[src/srmg_pkg.sv]
`default_nettype none
package srmg_pkg;

  // number of entries the set can hold
  localparam int SET_DEPTH = 64;

  localparam int ADDR_W  = $clog2(SET_DEPTH);
  localparam int CNT_W   = $clog2(SET_DEPTH + 1);
  localparam int CAP_W   = 7;
  localparam int VAL_W   = 32;
  localparam int SPAN_W  = 32;
  localparam int GAP_W   = 33;
  localparam int OCNT_W  = 7;
  localparam int CMP_W   = (CNT_W > CAP_W) ? CNT_W : CAP_W;

  localparam logic STATUS_OK   = 1'b0;
  localparam logic STATUS_FULL = 1'b1;

  // controller to datapath
  typedef struct packed {
    logic capture;   // latch the offered value, restart the scan
    logic scan;      // walk the stored values
    logic commit;    // store the value, update count and extremes
    logic load;      // load the result register
    logic reject;    // result reports a full set
  } srmg_cmd_t;

  // datapath to controller
  typedef struct packed {
    logic full;
    logic scan_done;
    logic out_free;
  } srmg_sts_t;

endpackage
`default_nettype wire

[src/srmg_if.sv]
`default_nettype none
interface srmg_in_if;
  import srmg_pkg::*;

  logic                    valid;
  logic                    ready;
  logic signed [VAL_W-1:0] value;

  modport source (output valid, output value, input ready);
  modport sink   (input valid, input value, output ready);
endinterface

interface srmg_out_if;
  import srmg_pkg::*;

  logic              valid;
  logic              ready;
  logic              status;
  logic [OCNT_W-1:0] stored_count;
  logic              spans_valid;
  logic [SPAN_W-1:0] longest_span;
  logic [SPAN_W-1:0] shortest_span;

  modport source (output valid, output status, output stored_count, output spans_valid,
                  output longest_span, output shortest_span, input ready);
  modport sink   (input valid, input status, input stored_count, input spans_valid,
                  input longest_span, input shortest_span, output ready);
endinterface
`default_nettype wire

[src/srmg_ram.sv]
`default_nettype none
module srmg_ram #(
  parameter int WIDTH = 32,
  parameter int DEPTH = 64
) (
  input  wire logic                     clk,
  input  wire logic                     we,
  input  wire logic [$clog2(DEPTH)-1:0] waddr,
  input  wire logic [WIDTH-1:0]         wdata,
  input  wire logic [$clog2(DEPTH)-1:0] raddr,
  output      logic [WIDTH-1:0]         rdata
);

  logic [WIDTH-1:0] mem [DEPTH];

  always_ff @(posedge clk) begin
    if (we) begin
      mem[waddr] <= wdata;
    end
    rdata <= mem[raddr];
  end

endmodule
`default_nettype wire

[src/srmg_ctrl.sv]
`default_nettype none
module srmg_ctrl
  import srmg_pkg::*;
(
  input  wire logic      clk,
  input  wire logic      rst,
  input  wire logic      in_valid,
  output      logic      in_ready,
  input  wire srmg_sts_t sts,
  output      srmg_cmd_t cmd
);

  typedef enum logic [5:0] {
    S_IDLE   = 6'b000001,
    S_CHECK  = 6'b000010,
    S_SCAN   = 6'b000100,
    S_COMMIT = 6'b001000,
    S_DONE   = 6'b010000,
    S_REJECT = 6'b100000
  } state_t;

  state_t state;
  state_t state_next;

  always_ff @(posedge clk) begin
    if (rst) begin
      state <= S_IDLE;
    end else begin
      state <= state_next;
    end
  end

  always_comb begin
    state_next = state;
    cmd        = '0;
    in_ready   = 1'b0;
    unique case (state)
      S_IDLE: begin
        in_ready = 1'b1;
        if (in_valid) begin
          cmd.capture = 1'b1;
          state_next  = S_CHECK;
        end
      end
      S_CHECK: begin
        state_next = sts.full ? S_REJECT : S_SCAN;
      end
      S_SCAN: begin
        cmd.scan = 1'b1;
        if (sts.scan_done) begin
          state_next = S_COMMIT;
        end
      end
      S_COMMIT: begin
        cmd.commit = 1'b1;
        state_next = S_DONE;
      end
      S_DONE: begin
        if (sts.out_free) begin
          cmd.load   = 1'b1;
          state_next = S_IDLE;
        end
      end
      S_REJECT: begin
        if (sts.out_free) begin
          cmd.load   = 1'b1;
          cmd.reject = 1'b1;
          state_next = S_IDLE;
        end
      end
      default: begin
        state_next = S_IDLE;
      end
    endcase
  end

endmodule
`default_nettype wire

[src/srmg_dp.sv]
`default_nettype none
module srmg_dp
  import srmg_pkg::*;
(
  input  wire logic                    clk,
  input  wire logic                    rst,
  input  wire logic                    cap_we,
  input  wire logic [CAP_W-1:0]        cap_wdata,
  input  wire logic signed [VAL_W-1:0] in_value,
  input  wire srmg_cmd_t               cmd,
  output      srmg_sts_t               sts,
  srmg_out_if.source                   results
);

  logic [CAP_W-1:0]        capacity;
  logic [CNT_W-1:0]        count;
  logic signed [VAL_W-1:0] value;
  logic signed [VAL_W-1:0] smallest;
  logic signed [VAL_W-1:0] largest;
  logic [GAP_W-1:0]        min_gap;

  // scan pipeline: read, difference, magnitude, compare
  logic [CNT_W-1:0]        rd_ptr;
  logic                    rd_vld;
  logic                    diff_vld;
  logic                    mag_vld;
  logic signed [VAL_W:0]   diff;
  logic [SPAN_W-1:0]       mag;
  logic [VAL_W-1:0]        rdata;
  logic                    issue;
  logic [VAL_W:0]          diff_neg;
  logic [CMP_W-1:0]        cnt_ext;
  logic                    two_held;

  assign issue    = cmd.scan && (rd_ptr != count);
  assign diff_neg = -diff;
  assign cnt_ext  = CMP_W'(count);
  assign two_held = (count >= CNT_W'(2));

  srmg_ram #(
    .WIDTH (VAL_W),
    .DEPTH (SET_DEPTH)
  ) u_store (
    .clk   (clk),
    .we    (cmd.commit),
    .waddr (count[ADDR_W-1:0]),
    .wdata (value),
    .raddr (rd_ptr[ADDR_W-1:0]),
    .rdata (rdata)
  );

  always_ff @(posedge clk) begin
    if (rst) begin
      capacity <= '0;
    end else if (cap_we) begin
      capacity <= cap_wdata;
    end
  end

  always_ff @(posedge clk) begin
    if (cmd.capture) begin
      value <= in_value;
    end
    diff <= {value[VAL_W-1], value} - {rdata[VAL_W-1], rdata};
    mag  <= diff[VAL_W] ? diff_neg[SPAN_W-1:0] : diff[SPAN_W-1:0];
  end

  always_ff @(posedge clk) begin
    if (rst) begin
      rd_ptr   <= '0;
      rd_vld   <= 1'b0;
      diff_vld <= 1'b0;
      mag_vld  <= 1'b0;
    end else if (cmd.capture) begin
      rd_ptr   <= '0;
      rd_vld   <= 1'b0;
      diff_vld <= 1'b0;
      mag_vld  <= 1'b0;
    end else begin
      rd_vld   <= issue;
      diff_vld <= rd_vld;
      mag_vld  <= diff_vld;
      if (issue) begin
        rd_ptr <= rd_ptr + CNT_W'(1);
      end
    end
  end

  always_ff @(posedge clk) begin
    if (rst) begin
      min_gap <= '1;
    end else if (mag_vld && ({1'b0, mag} < min_gap)) begin
      min_gap <= {1'b0, mag};
    end
  end

  always_ff @(posedge clk) begin
    if (rst) begin
      count <= '0;
    end else if (cmd.commit) begin
      count <= count + CNT_W'(1);
    end
  end

  always_ff @(posedge clk) begin
    if (cmd.commit) begin
      if (count == '0) begin
        smallest <= value;
        largest  <= value;
      end else begin
        if (value < smallest) begin
          smallest <= value;
        end
        if (value > largest) begin
          largest <= value;
        end
      end
    end
  end

  // result register
  always_ff @(posedge clk) begin
    if (rst) begin
      results.valid <= 1'b0;
    end else if (cmd.load) begin
      results.valid <= 1'b1;
    end else if (results.ready) begin
      results.valid <= 1'b0;
    end
  end

  always_ff @(posedge clk) begin
    if (cmd.load) begin
      results.status       <= cmd.reject ? STATUS_FULL : STATUS_OK;
      results.stored_count <= cnt_ext[OCNT_W-1:0];
      results.spans_valid  <= two_held;
      results.longest_span <= two_held ? SPAN_W'(largest - smallest) : '0;
      results.shortest_span <= two_held ? min_gap[SPAN_W-1:0] : '0;
    end
  end

  // full when count reaches the capacity or the store depth
  assign sts.full      = (cnt_ext >= CMP_W'(capacity)) || (count == CNT_W'(SET_DEPTH));
  assign sts.scan_done = (rd_ptr == count) && !rd_vld && !diff_vld && !mag_vld;
  assign sts.out_free  = !results.valid || results.ready;

endmodule
`default_nettype wire

[src/set_range_and_min_gap.sv]
`default_nettype none
// channel    dir   handshake         payload
// items      in    valid / ready     value (signed 32)
// results    out   valid / ready     status, stored_count, spans_valid,
//                                    longest_span, shortest_span
// capacity   in    cfg_wr_en         cfg_wr_data (7 bits)
//
// add: after accept, check, read each held value, three-stage drain (both skipped
//   when empty), commit, load; next item can be taken the cycle after the load
// rejected add: check, then load; next item can be taken the cycle after the load
// rst is synchronous; sets min gap to all ones, clears count, capacity, result valid
// a result waits in the output register while the next item is taken; the block
//   stalls only when a new result is ready and the old one is not yet taken
module set_range_and_min_gap
  import srmg_pkg::*;
(
  input  wire logic             clk,
  input  wire logic             rst,
  input  wire logic             cfg_wr_en,
  input  wire logic [CAP_W-1:0] cfg_wr_data,
  srmg_in_if.sink               items,
  srmg_out_if.source            results
);

  srmg_cmd_t cmd;
  srmg_sts_t sts;
  logic      in_ready;

  // ready is high only while the controller waits for a new item
  assign items.ready = in_ready;

  // sequencer: check, scan, commit, report (or report a full set)
  srmg_ctrl u_ctrl (
    .clk      (clk),
    .rst      (rst),
    .in_valid (items.valid),
    .in_ready (in_ready),
    .sts      (sts),
    .cmd      (cmd)
  );

  // value store, distance pipeline, extremes, gap and result register
  srmg_dp u_dp (
    .clk       (clk),
    .rst       (rst),
    .cap_we    (cfg_wr_en),
    .cap_wdata (cfg_wr_data),
    .in_value  (items.value),
    .cmd       (cmd),
    .sts       (sts),
    .results   (results)
  );

endmodule
`default_nettype wire
[src/flat_wrapper.sv]
// flat-port wrapper written by rule: the top's interface ports become plain ports
module set_range_and_min_gap_flat import srmg_pkg::*;
  (clk, rst, cfg_wr_en, cfg_wr_data, items_valid, items_value, items_ready, results_valid, results_status, results_stored_count, results_spans_valid, results_longest_span, results_shortest_span, results_ready);
  srmg_in_if items_i ();
  srmg_out_if results_i ();
  input  wire logic clk;
  input  wire logic rst;
  input  wire logic cfg_wr_en;
  input  wire logic [CAP_W-1:0] cfg_wr_data;
  input wire logic [$bits(items_i.valid)-1:0] items_valid;
  input wire logic [$bits(items_i.value)-1:0] items_value;
  output wire logic [$bits(items_i.ready)-1:0] items_ready;
  output wire logic [$bits(results_i.valid)-1:0] results_valid;
  output wire logic [$bits(results_i.status)-1:0] results_status;
  output wire logic [$bits(results_i.stored_count)-1:0] results_stored_count;
  output wire logic [$bits(results_i.spans_valid)-1:0] results_spans_valid;
  output wire logic [$bits(results_i.longest_span)-1:0] results_longest_span;
  output wire logic [$bits(results_i.shortest_span)-1:0] results_shortest_span;
  input wire logic [$bits(results_i.ready)-1:0] results_ready;
  assign items_i.valid = items_valid;
  assign items_i.value = items_value;
  assign items_ready = items_i.ready;
  assign results_valid = results_i.valid;
  assign results_status = results_i.status;
  assign results_stored_count = results_i.stored_count;
  assign results_spans_valid = results_i.spans_valid;
  assign results_longest_span = results_i.longest_span;
  assign results_shortest_span = results_i.shortest_span;
  assign results_i.ready = results_ready;
  set_range_and_min_gap u_core (.clk(clk), .rst(rst), .cfg_wr_en(cfg_wr_en), .cfg_wr_data(cfg_wr_data), .items(items_i), .results(results_i));
endmodule
[config.mk]
export PLATFORM = sky130hd
export DESIGN_NAME = set_range_and_min_gap_flat
export DESIGN_NICKNAME = d
export VERILOG_FILES = /design/src/srmg_pkg.sv /design/src/srmg_if.sv /design/src/srmg_ram.sv /design/src/srmg_ctrl.sv /design/src/srmg_dp.sv /design/src/set_range_and_min_gap.sv /design/src/flat_wrapper.sv
export SDC_FILE = /design/constraint.sdc
export NUM_CORES = 2
export LEC_CHECK = 0
export BUFFER_PORTS_ARGS = -buffer_cell sky130_fd_sc_hd__buf_2
export CAP_MARGIN = 15
export CORE_ASPECT_RATIO = 0.75
export CORE_MARGIN = 4
export CORE_UTILIZATION = 45
export DETAILED_ROUTE_END_ITERATION = 8
export GPL_ROUTABILITY_DRIVEN = 0
export PLACE_DENSITY = 0.59
export SETUP_SLACK_MARGIN = 0.1
export SLEW_MARGIN = 20
export SYNTH_ARGS = -nofsm -noshare
export SYNTH_HDL_FRONTEND = slang
export SYNTH_SLANG_ARGS = --single-unit
[constraint.sdc]
create_clock -name clk -period 11.5 [get_ports clk]
set_input_delay 0.575 -clock clk [delete_from_list [all_inputs] [get_ports clk]]
set_output_delay 0.575 -clock clk [all_outputs]
set_load 0.01 [all_outputs]
---- Yosys cells after proc, flatten, opt, wreduce, memory -nomap -nowiden ----
Memory sizes are Yosys's and may differ from the RTL's. A register that Yosys moved wholly into a read port is not among the register bits.
Index checks and enable logic that the tools add are counted.
cells by class
  muxes and demuxes ....................... 24
  add/sub/neg operators ................... 5
  reduce and logical (&&, ||, !) cells .... 20
  eq/ne operators ......................... 12
  $lt $le $gt $ge ......................... 5
operators by type and width
  operator                                             count
  two-way mux 32 bit                                   5
  less-than comparator 32 x 33 -> 1 bit                1
  subtractor 32 x 32 -> 33 bit                         1
  > comparator 32 bit                                  1
  less-than comparator 32 bit                          1
  negator 32 bit                                       1
  subtractor 32 bit                                    1
  case mux 6 bit (5 select lines)                      1
  two-way mux 6 bit                                    4
  adder 7 x 1 -> 7 bit, second input constant          2
  two-way mux 1 bit                                    12
  equality test 7 bit                                  1
  equality test 7 bit, second input constant           1
  >= comparator 7 x 2 -> 1 bit, second input constant  1
  >= comparator 7 bit                                  1
  logical NOT 7 bit                                    1
  inequality test 7 bit                                1
  equality test 6 x 1 -> 1 bit, second input constant  1
  equality test 6 x 2 -> 1 bit, second input constant  1
  equality test 6 x 3 -> 1 bit, second input constant  1
  equality test 6 x 4 -> 1 bit, second input constant  1
  equality test 6 x 5 -> 1 bit, second input constant  1
  equality test 6 bit, second input constant           1
  nonzero test 2 bit                                   3
  10 further kinds                                     21
word-level totals
  word-level logic and storage cells ...... 86
  memory bits (writable) .................. 2,048
  bits of input ports ..................... 44
  output and inout port bits .............. 75
  memories kept ........................... 1
  flip-flop bits (word level) ............. 298
memory list
  name                     words  bits a word  rd ports  clocked after memory_dff  wr ports  RTL line        RTL
  u_core.u_dp.u_store.mem  64     32           1         1                         1         srmg_ram.sv:14  logic [WIDTH-1:0] mem [DEPTH];

---- Longest topological paths before layout ----
  depth after elaboration ................. 6
  mapped depth ............................ 11
  gate-level depth less buffers ........... 10

---- Cells and area by module ----
From an unflattened synthesis, not the netlist that was laid out.
unflattened totals
  cell total of the unflattened synthesis .. 4,947
  area total of the unflattened synthesis .. 94,750.9 um^2
by module, submodules not included
  module     cells an instance  times used  seq. area each (um^2)  area an instance (um^2)
  srmg_ram   3,324              1           62,139.6               78,515.3
  srmg_dp    1,585              1           7,537.2                15,867.7
  srmg_ctrl  38                 1           120.1                  367.9

---- Least setup slack after synthesis ----
No wires, ideal clock.
  path type ............................... register to register
  from .................................... register u_core.u_dp.value[9]
  to ...................................... register u_core.u_dp.smallest[0] (enable)
  arrival time ............................ 4.228 ns
  library setup time ...................... 0.441 ns
  cell stages (with the launch flop) ...... 9
  path slack .............................. 6.832 ns
  path through ............................ edfxtp_1 -> ha_1 -> a21o_1 -> a211oi_1 -> o211ai_1 -> a21o_1 -> a21oi_1 -> o311ai_0 -> a31oi_1
on the way
  longest elaborated chain between the ends .. 3
RTL lines
  item                           RTL line        RTL
  from (decl)                    srmg_dp.sv:17   logic signed [VAL_W-1:0] value;
  from (signal assigned)         srmg_dp.sv:62   value <= in_value;
  less-than comparator 32 bit    srmg_dp.sv:111  if (value < smallest) begin
  nonzero test 2 bit (no line)   --
  AND reduction 2 bit (no line)  --
  to (signal assigned)           srmg_dp.sv:108  smallest <= value;
  to (signal assigned)           srmg_dp.sv:112  smallest <= value;
  to (decl)                      srmg_dp.sv:18   logic signed [VAL_W-1:0] smallest;
No other way between the ends.
A chain may end at the register's enable or synchronous reset.

==> results.sh <==
export IMPL_path_clk_slew_ns=0.07
export IMPL_outcome="complete, no violations"
export IMPL_io_pins=119
export IMPL_syn_avg_cell_area_sq_um=20.0
export IMPL_ctsRootBufferMaster="clkbuf_16"
export IMPL_synthesis_nets=4957
export IMPL_rows=145
export IMPL_via_count=48429
export IMPL_clockBufferDepth=4
export IMPL_ff2ff_path_depth=8
export IMPL_slowest_delay_ns=0.93
export IMPL_synth_mux_area_share_pct=15.9
export IMPL_final_hold_viol_count=0
export IMPL_seqPwrFrac_pct=55.4
export IMPL_max_cap_viol_count=0
export IMPL_utilization_pct=51.2
export IMPL_fillCellCount=16523
export IMPL_ys_warn_count=0
export IMPL_finalSetupViolations=0
export IMPL_p_comb_share_pct=4.5
export IMPL_wl_um=257000
export IMPL_switching_share_pct=21.4
export IMPL_synth_top_family_by_area="multiplexers"
export IMPL_drt_pre_antenna_iters=5
export IMPL_synth_compound_area_share_pct=2.86
export IMPL_period_needed_ns=5.11
export IMPL_grt_overflow=0
export IMPL_peakVddDrop_uv=118
export IMPL_final_common_cell="edfxtp_1"
export IMPL_wl_per_cell_um=32.1
export IMPL_synth_xor_area_share_pct=0.822
export IMPL_die_h_um=406
export IMPL_layout_common_cells="edfxtp_1, mux4_2, clkbuf_16, nor2_1, inv_1"
export IMPL_synthFlopType="edfxtp_1"
export IMPL_fin_crit_sh_pct=44.5
export IMPL_crit_cells=8
export IMPL_drv_slew=0
export IMPL_p_clk_share_pct=40.1
export IMPL_setup_tns_ns=0
export IMPL_drt_iter0_drc=6472
export IMPL_power_switching_w=0.00381
export IMPL_drc_errors=0
export IMPL_power_leakage_nw=34.1
export IMPL_internal_power_w=0.0140
export IMPL_stdcell_count=8004
export IMPL_areaGrowthSynthToFinish_pct=12.8
export IMPL_min_path_type="input pin to register"
export IMPL_worst_pin_slew_ns=1.17
export IMPL_start_kind="register"
export IMPL_cpLargestDelayFamily="buffers and inverters"
export IMPL_htreeDepth=4
export IMPL_cts_hold_fix_buffers=38
export IMPL_hpwl_um=143000
export IMPL_initial_core_util_pct=45.4
export IMPL_core_area_sq_um=209000
export IMPL_clk_latency_ns=0.86
export IMPL_cts_sinks=2378
export IMPL_port_buffers=118
export IMPL_ys_ff_latch=2378
export IMPL_async_reset_ff_share_pct=0
export IMPL_rsz0062_at_grt="no"
export IMPL_critPathMaxFanout=54
export IMPL_place_area_sq_um=99700
export IMPL_slew_headroom_pct=22.0
export IMPL_synthesis_area_sq_um=94900
export IMPL_ys_types=70
export IMPL_crit_path_end_kind="register"
export IMPL_power_density_nw_per_um2=166
export IMPL_clock_fmax_ghz=0.196
export IMPL_cts_tree="built"
export IMPL_cts_resized=0
export IMPL_die_area_sq_um=218000
export IMPL_finalClockSkew_ns=0.0544
export IMPL_path_cells="buf_4 > buf_4 > mux4_2 > nor2b_1 > a211oi_1 > a21oi_1 > a211oi_1 > a21oi_1"
export IMPL_synthCells=4742
export IMPL_path_buf_inv=2
export IMPL_grt_first_pass_wirelength_um=363000
export IMPL_criticalPathCategory="register to register"
export IMPL_synthAdderAreaFrac_pct=2.27
export IMPL_grt_pass1_vias=47211
export IMPL_cts_buffers=220
export IMPL_grt_max_degree=108
export IMPL_drive_gt1_share_pct=24.8
export IMPL_yosys_area_share_simple_pct=2.80
export IMPL_fin_nets=5260
export IMPL_synth_edf_count=2217
export IMPL_antenna_found_initial=14
export IMPL_post_cts_buffers=0
export IMPL_worst_ep_arrival_time_ns=5.81
export IMPL_postLayoutCellArea_sq_um=107000
export IMPL_crit_required_ns=12.20
export IMPL_dp_cells=7575
export IMPL_hold_path_cell_count=3
export IMPL_ys_seq_area_share_pct=73.6
export IMPL_grt_usage_pct=23.5
export IMPL_fin_hold_ws_ns=0.0981
export IMPL_postRouteAntennaNets=0
export IMPL_viasPerCell=6.05
export IMPL_fp_dieW_um=538
export IMPL_cp_slowest_cell="dfxtp_4"
-- path summary, 6_finish.rpt --
| path | startpoint | endpoint | slack, ns |
|---|---|---|---|
| max | u_core.u_dp.rd_ptr[2] | u_core.u_dp.u_store.rdata[12] | 6.39 |
| min | items_valid | u_core.u_ctrl.state[0] | 0.1 |
| max reg2reg | u_core.u_dp.rd_ptr[2] | u_core.u_dp.u_store.rdata[12] | 6.39 |
| min reg2reg | u_core.u_dp.diff[0] | u_core.u_dp.mag[0] | 0.38 |
-- power groups by stage --
stage	sequential (W)	combinational [W]	clock [W]
2_1_floorplan	0.0101	0.000292	0
3_3_place_gp	0.0100	0.000755	0
3_5_place_dp	0.0100	0.000778	0
4_1_cts	0.00984	0.000791	0.00725
5_1_grt	0.00985	0.000871	0.00763
6_report	0.00984	0.000800	0.00712
-- per-stage QoR --
stage	power, W	worst slack, ns
floorplan	0.0104	6.83
global placement	0.0108	6.46
detailed placement	0.0108	6.39
CTS	0.0179	6.39
global route	0.0184	6.10
finish	0.0178	6.39
-- flip-flops by register name, summed over array words and instances, names as in the netlist, 32 cells and up --
name and count:
u_core.u_dp.u_store.rdata 32, u_core.u_dp.results.longest_span 32, u_core.u_dp.min_gap 33, u_core.u_dp.largest 32, u_core.u_dp.value 32, u_core.u_dp.u_store.mem 2048
u_core.u_dp.smallest 32, u_core.u_dp.mag 32, u_core.u_dp.results.shortest_span 32, u_core.u_dp.diff 33
-- layout make-up --
| type | instances | area [sq um] | share of cell area (%) |
|---|---|---|---|
| Antenna cell | 1 | 2.50 | 0.00234 |
| Timing Repair Buffer | 303 | 2190 | 2.05 |
| Inverter | 175 | 657 | 0.614 |
| Multi-Input combinational cell | 1967 | 24000 | 22.4 |
| Clock buffer | 323 | 6270 | 5.86 |
| Clock inverter | 64 | 601 | 0.561 |
| Tap cell | 2793 | 3490 | 3.27 |
| Sequential cell | 2378 | 69800 | 65.2 |
-- cells by family after synthesis --
logic type | count (synthesis)
DFF | 2378
muxes | 715
and+or+nand+nor | 574
AOI/OAI and AO/OA | 418
buffers and inverters | 397
adders and majority gates | 171
xor gates and xnor gates | 89
-- cells in the mapped netlist (all sizes together) (5+ instances only) --
master / count / area (sq um)
a2111oi: 8 / 97.6
a211oi: 45 / 338
a21o: 55 / 413
a21oi: 136 / 681
a221oi: 5 / 50.0
a31oi: 7 / 43.8
and2: 10 / 62.6
and3: 8 / 50.1
buf: 109 / 556
clkbuf: 113 / 425
dfxtp: 161 / 3220
edfxtp: 2217 / 66600
ha: 169 / 2110
inv: 175 / 657
mux2i: 78 / 781
mux4: 637 / 14300
nand2: 95 / 357
nand2b: 13 / 81.3
nand3: 29 / 145
nand3b: 5 / 37.5
nand4: 34 / 213
nor2: 262 / 983
nor2b: 45 / 282
nor3: 36 / 180
nor4: 6 / 37.5
o211ai: 13 / 97.6
o21a: 15 / 113
o21ai: 70 / 350
o21bai: 9 / 67.6
o31ai: 11 / 82.6
or2: 7 / 43.8
or3: 10 / 62.6
xnor2: 64 / 561
xor2: 25 / 219
-- layer usage --
metal | wire, um | up-vias | global-route usage (%)
met5 | 13 | - | 0
met4 | 4660 | 2 | 4.48
met1 | 113000 | 25876 | 36.8
met2 | 112000 | 2354 | 33.7
met3 | 26500 | 284 | 5.67
li1 | - | 19913 | -
-- tightest hold or removal path, stage by stage --
cell and delay, ns:
buf_2 0.13, nor2_1 0.09, or3_1 0.10
Power figures use the tool's default switching activity.
